## config.mk

```make
export PLATFORM = sky130hd
export DESIGN_NAME = csp_weights
export DESIGN_NICKNAME = d
export VERILOG_FILES = /design/src/csp_pkg.sv /design/src/csp_weights.sv
export SDC_FILE = /design/constraint.sdc
export NUM_CORES = 2
export LEC_CHECK = 0
export BUFFER_PORTS_ARGS = -buffer_cell sky130_fd_sc_hd__buf_2
export CELL_PAD_IN_SITES_DETAIL_PLACEMENT = 1
export CELL_PAD_IN_SITES_GLOBAL_PLACEMENT = 1
export CORE_MARGIN = 1.5
export CORE_UTILIZATION = 52
export CTS_CLUSTER_DIAMETER = 150
export DETAILED_ROUTE_END_ITERATION = 10
export PLACE_DENSITY = 0.92
export SLEW_MARGIN = 20
export SYNTH_ARGS = -nofsm -noshare
export SYNTH_HDL_FRONTEND = slang
export SYNTH_SLANG_ARGS = --single-unit
```

## constraint.sdc

```tcl
create_clock -name clk -period 13.6 [get_ports clk]
set_input_delay 0.68 -clock clk [delete_from_list [all_inputs] [get_ports clk]]
set_output_delay 0.68 -clock clk [all_outputs]
set_load 0.01 [all_outputs]
```

## src/csp_pkg.sv

```systemverilog
// Shared constants, types and codes for the cardinal spline evaluator.
// No dependencies; the other files refer to this package by scoped names or import it.

package csp_pkg;

    // Store geometry: one word per coordinate, x then the y coordinates.
    localparam int MAX_POINTS  = 256;
    localparam int MAX_DIMS    = 3;
    localparam int STRIDE      = MAX_DIMS + 1;
    localparam int STORE_DEPTH = MAX_POINTS * STRIDE;
    localparam int ADDR_W      = $clog2(STORE_DEPTH);

    // Field widths fixed by the interface.
    localparam int PIDX_W     = 8;
    localparam int CIDX_W     = 2;
    localparam int VAL_W      = 32;
    localparam int POS_W      = 16;
    localparam int TEN_W      = 16;
    localparam int PCNT_W     = 9;
    localparam int DCNT_W     = 2;
    localparam int CFG_IDX_W  = 2;
    localparam int CFG_DATA_W = 16;

    // Internal arithmetic widths.
    localparam int IDX_W   = PIDX_W + 2;
    localparam int WPRE_W  = 37;
    localparam int W_W     = 25;
    localparam int PROD_W  = W_W + VAL_W;
    localparam int ACC_W   = PROD_W + 3;

    // Result queue, deep enough for every coordinate of one evaluation.
    localparam int OQ_DEPTH = MAX_DIMS + 1;
    localparam int OQ_PTR_W = $clog2(OQ_DEPTH);
    localparam int OQ_CNT_W = $clog2(OQ_DEPTH + 1);

    // Request codes.
    localparam logic REQ_LOAD = 1'b0;
    localparam logic REQ_EVAL = 1'b1;

    // Configuration register indexes.
    localparam logic [CFG_IDX_W-1:0] CFG_TENSION     = 2'd0;
    localparam logic [CFG_IDX_W-1:0] CFG_POINT_COUNT = 2'd1;
    localparam logic [CFG_IDX_W-1:0] CFG_DIM_COUNT   = 2'd2;

    // Configuration reset values.
    localparam logic [TEN_W-1:0]  TENSION_RST     = 16'd2048;
    localparam logic [PCNT_W-1:0] POINT_COUNT_RST = 9'd1;
    localparam logic [DCNT_W-1:0] DIM_COUNT_RST   = 2'd1;

    typedef logic signed [W_W-1:0] weight_t;

    typedef enum logic [1:0] {
        ST_IDLE,
        ST_WEIGHT,
        ST_STREAM
    } state_t;

    // Tag that travels with each store read through the MAC stages.
    typedef struct packed {
        logic              valid;
        logic [1:0]        tap;
        logic [CIDX_W-1:0] dim;
        logic              last;
    } tag_t;

    // One queued result.
    typedef struct packed {
        logic [CIDX_W-1:0]       coord;
        logic signed [VAL_W-1:0] value;
        logic                    last;
    } result_t;

endpackage

```

## src/csp_weights.sv

```systemverilog
// Basis weight unit: four cardinal weights from t and the tension, in registered steps.
// Depends on csp_pkg.

module csp_weights (
    input  logic                              clk,
    input  logic                              rst_n,
    input  logic                              start,
    input  logic [csp_pkg::POS_W-1:0]         position,
    input  logic signed [csp_pkg::TEN_W-1:0]  tension,
    output csp_pkg::weight_t                  weights [4],
    output logic                              done
);

    localparam int U_W  = csp_pkg::POS_W + 3;
    localparam int V_W  = csp_pkg::POS_W + 2;
    localparam int AU_W = csp_pkg::TEN_W + U_W;
    localparam int AV_W = csp_pkg::TEN_W + V_W;
    localparam logic signed [csp_pkg::WPRE_W-1:0] W_HALF = csp_pkg::WPRE_W'(2048);
    localparam logic signed [csp_pkg::WPRE_W-1:0] W_ONE  = csp_pkg::WPRE_W'(1) <<< 28;

    logic [3:0]                        vld_reg;
    logic [csp_pkg::POS_W-1:0]         t1_reg;
    logic [csp_pkg::POS_W-1:0]         t2_reg;
    logic [csp_pkg::POS_W-1:0]         t3_reg;
    logic signed [csp_pkg::TEN_W-1:0]  a_reg;
    logic signed [AU_W-1:0]            au_reg;
    logic signed [AV_W-1:0]            av_reg;
    csp_pkg::weight_t                  w_reg [4];
    logic                              done_reg;

    logic [2*csp_pkg::POS_W-1:0]       sq;
    logic [2*csp_pkg::POS_W-1:0]       cu;
    logic signed [U_W-1:0]             u;
    logic signed [V_W-1:0]             v;
    logic signed [AU_W-1:0]            au_next;
    logic signed [AV_W-1:0]            av_next;
    logic signed [csp_pkg::WPRE_W-1:0] au_e;
    logic signed [csp_pkg::WPRE_W-1:0] av_e;
    logic signed [csp_pkg::WPRE_W-1:0] t_term;
    logic signed [csp_pkg::WPRE_W-1:0] pre [4];
    logic signed [csp_pkg::WPRE_W-1:0] pre_rnd [4];

    // Powers of t and the two tension products.
    always_comb
    begin
        sq = t1_reg * t1_reg;
        cu = t2_reg * t1_reg;
        u = $signed(U_W'(t3_reg)) - $signed(U_W'({t2_reg, 1'b0})) + $signed(U_W'(t1_reg));
        v = $signed(V_W'(t3_reg)) - $signed(V_W'(t2_reg));
        au_next = a_reg * u;
        av_next = a_reg * v;
    end

    // Weights in Q.28: w0 = -a*u, w1 = -a*v + k + 2^28, w2 = a*u - k, w3 = a*v,
    // with k = 8192*t3 - 12288*t2.
    always_comb
    begin
        au_e = csp_pkg::WPRE_W'(au_reg);
        av_e = csp_pkg::WPRE_W'(av_reg);
        t_term = ($signed(csp_pkg::WPRE_W'(t3_reg)) <<< 13)
               - ($signed(csp_pkg::WPRE_W'(t2_reg)) <<< 13)
               - ($signed(csp_pkg::WPRE_W'(t2_reg)) <<< 12);
        pre[0] = -au_e;
        pre[1] = t_term - av_e + W_ONE;
        pre[2] = au_e - t_term;
        pre[3] = av_e;
        for (int i = 0; i < 4; i++)
        begin
            pre_rnd[i] = (pre[i] + W_HALF) >>> 12;
        end
    end

    // Step sequence and the done flag, cleared by each start.
    always_ff @(posedge clk or negedge rst_n)
    begin
        if (!rst_n)
        begin
            vld_reg  <= '0;
            done_reg <= 1'b0;
        end
        else
        begin
            vld_reg <= {vld_reg[2:0], start};
            if (start)
                done_reg <= 1'b0;
            else if (vld_reg[3])
                done_reg <= 1'b1;
        end
    end

    // Datapath registers.
    always_ff @(posedge clk)
    begin
        if (start)
        begin
            t1_reg <= position;
            a_reg  <= tension;
        end
        if (vld_reg[0])
            t2_reg <= sq[2*csp_pkg::POS_W-1:csp_pkg::POS_W];
        if (vld_reg[1])
            t3_reg <= cu[2*csp_pkg::POS_W-1:csp_pkg::POS_W];
        if (vld_reg[2])
        begin
            au_reg <= au_next;
            av_reg <= av_next;
        end
        if (vld_reg[3])
        begin
            for (int i = 0; i < 4; i++)
            begin
                w_reg[i] <= pre_rnd[i][csp_pkg::W_W-1:0];
            end
        end
    end

    assign weights = w_reg;
    assign done    = done_reg;

endmodule

```

==> results_dict.tcl <==
set metrics [dict create \
    syn-cell-area_um2 50060 \
    slowest_delay_ns 0.78 \
    placed_cell_area_um2 52230 \
    drc 0 \
    clk_pin_slew_ns 0.07 \
    synth_common_cells "1,185 x inv_1, 934 x fa_1, 589 x nand2_1" \
    crit_type "reg2reg" \
    root_buffer "clkbuf_16" \
    synth_ff_type "edfxtp_1" \
    synth_top_cell_by_area "fa_1" \
    grt_pass1_wl_um 270300 \
    grt_pass1_vias 47880 \
    nets 6836 \
    worst_setup_path_end_kind "flop" \
    drive_above_1_share_pct 5.854 \
    hpwl_um 132600 \
    timing.setup.tns_ns 0 \
    largest_reg_flops 96 \
    path_common_cell "fa_1" \
    final_area_um2 53400 \
    grt_overflow 0 \
    clock_latency_ns 0.65 \
    ant_nets 0 \
    syn_nets 6774 \
    drt_wl_total_um 174900 \
    period_share_pct 88.12 \
    synth_cell_type_count 85 \
    max-slew-margin-rel_pct 19.59 \
    synthCells 5261 \
    numCtsBuffers 30 \
    fmax_mhz 83.44 \
    vias 40182 \
    min_path_cells 1 \
    grt_usage_pct 36.23 \
    start_kind "flop" \
    port_buffers 135 \
    syn2layout_area_growth_pct 6.676 \
    cp_data_required_time_ns 14.06 \
    synth_top_area_share_pct 37.35 \
    maxSlewViolCount 0 \
    outcome "completed" \
    syn_area_per_cell_um2 9.515 \
    drt_first_pass_iters 5 \
    core.rowCount 113 \
    wl_per_cell_um 26.43 \
    async_flop_share_pct 2.146 \
    drt_iter0_drc 3411 \
    synth_most_common_cell "inv_1" \
    ys_top_cells_by_area "fa_1 37%, edfxtp_1 14%, ha_1 14%, inv_1 8.9%, nand2_1 4.4%" \
    grt_max_degree 64 \
    die_y_um 313.3 \
    cts_tree "yes" \
    synth-seq-cells 233 \
    start_util_pct 52.61 \
    core_area_um2 95150 \
    reg2reg_depth 34 \
    htreeDepth 1 \
    worst_pin_slew_ns 1.198 \
    finalClockSkew_ns 0.01440 \
    setup_violations 0 \
    synth_warnings 0 \
    finalHoldViolCount 0 \
    min-delay-start "position[4]" \
    worstPathArrival_ns 12.44 \
    grt_antenna_before_repair 7 \
    cts_setup_buffers 0 \
    clkSinkCount 233 \
    die_area_um2 98140 \
    ios 136 \
    reg2reg_from "t2_reg[2]" \
    critical_path_peak_fanout 33 \
    yosysSeqAreaShare_pct 13.93 \
    viasPerCell 6.074 \
    slowest_stage "a21o_1" \
    synth_edf_count 228 \
    fin_crit_ns 11.98 \
    crit_start "t2_reg[2]" \
    rsz0062_at_grt "no" \
    worstHoldPathType "in2reg" \
    gp_congestion 0.9001 \
    cts_buffer_depth 3 \
    drv_cap 0 \
    die_w_um 313.3 \
]
-- layer usage --
layer | vias to the layer above | routed length (um) | global-route usage, %
li1 | 16357 | - | -
met1 | 20246 | 58300 | 38.65
met2 | 2533 | 85630 | 62.23
met3 | 1040 | 15870 | 8.727
met4 | 6 | 15020 | 27.32
met5 | - | 40 | 0
-- stage by stage --
step	utilization [%]	std cells	hold WS [ns]	worst slack, ns
3_3_place_gp	54.89	6555	0.4740	3.070
2_1_floorplan	-	5261	0.3844	4.154
3_5_place_dp	54.89	6555	0.5157	2.232
6_report	56.12	6615	0.1972	1.616
5_1_grt	56.12	6612	0.1830	1.354
4_1_cts	56.10	6612	0.1760	1.993
-- cells in the final DEF (no fill, tap or decap), drive strengths merged, types with 6 or more instances in the layout --
| cell type | n |
|---|---|
| inv | 1188 |
| fa | 934 |
| nand2 | 589 |
| ha | 544 |
| and2 | 267 |
| edfxtp | 228 |
| nor2 | 228 |
| buf | 201 |
| xnor2 | 192 |
| a21oi | 149 |
| o21ai | 100 |
| a21o | 95 |
| xor2 | 72 |
| nand3 | 68 |
| nand2b | 40 |
| and3 | 40 |
| nor3 | 37 |
| nor2b | 36 |
| o21bai | 33 |
| clkbuf | 33 |
| o21a | 28 |
| nand4 | 19 |
| a31oi | 19 |
| a211oi | 19 |
| clkinv | 17 |
| nor4 | 13 |
| or2 | 11 |
| o211ai | 10 |
| o31ai | 10 |
| or3 | 9 |
| a2111oi | 9 |
| a31o | 8 |
| bufinv | 8 |
| a41oi | 7 |
| a211o | 6 |
| a21boi | 6 |
| o31a | 6 |
-- final timing paths --
check | end | slack (ns)
min in group asynchronous | vld_reg[1] | 0.45
max in group asynchronous | vld_reg[3] | 12.91
worst min-delay path | t1_reg[4] | 0.20
worst max register to register | au_reg[32] | 1.62
worst min register to register | done | 0.51
worst max-delay path | au_reg[32] | 1.62
-- worst max-delay path, delay by kind of cell, from the launching register on --
family | cells | cell delay [ns]
compound gates | 14 | 5.08
simple gates | 6 | 1.13
fa+ha+maj | 9 | 4.40
flops | 1 | 0.55
buf+inv | 4 | 0.46
mux | 1 | 0.13
-- final cells by class --
class	instances	area, um2
Antenna cell	3	7.507
Sequential cell	233	6977
Timing Repair Buffer	202	1184
Tap cell	1265	1583
Clock buffer	33	782.0
Fill cell	10717	41750
Inverter	1195	4486
Multi-Input combinational cell	3661	38030
Clock inverter	23	357.8
-- cells by family (layout without fill, tap and decap cells) --
group | after synthesis | in the layout | synth area share [%]
buf+inv | 1367 | 1453 | 10.30
fa+ha+maj | 1478 | 1478 | 50.95
xor+xnor | 264 | 264 | 4.619
compound gates | 539 | 539 | 7.178
simple gates | 1375 | 1375 | 12.92
mux | 5 | 5 | 0.1050
flops | 233 | 233 | 13.93
other cells | 0 | 3 | 0
-- what timing repair did --
| item | in CTS | in global routing |
|---|---|---|
| hold endpoints to repair | 5 | 0 |
| gates resized for setup | 0 | 0 |
| hold buffers | 1 | 0 |
Power is not shown: default switching activity piles up to over one toggle a cycle in this logic, so the estimate is an artifact.
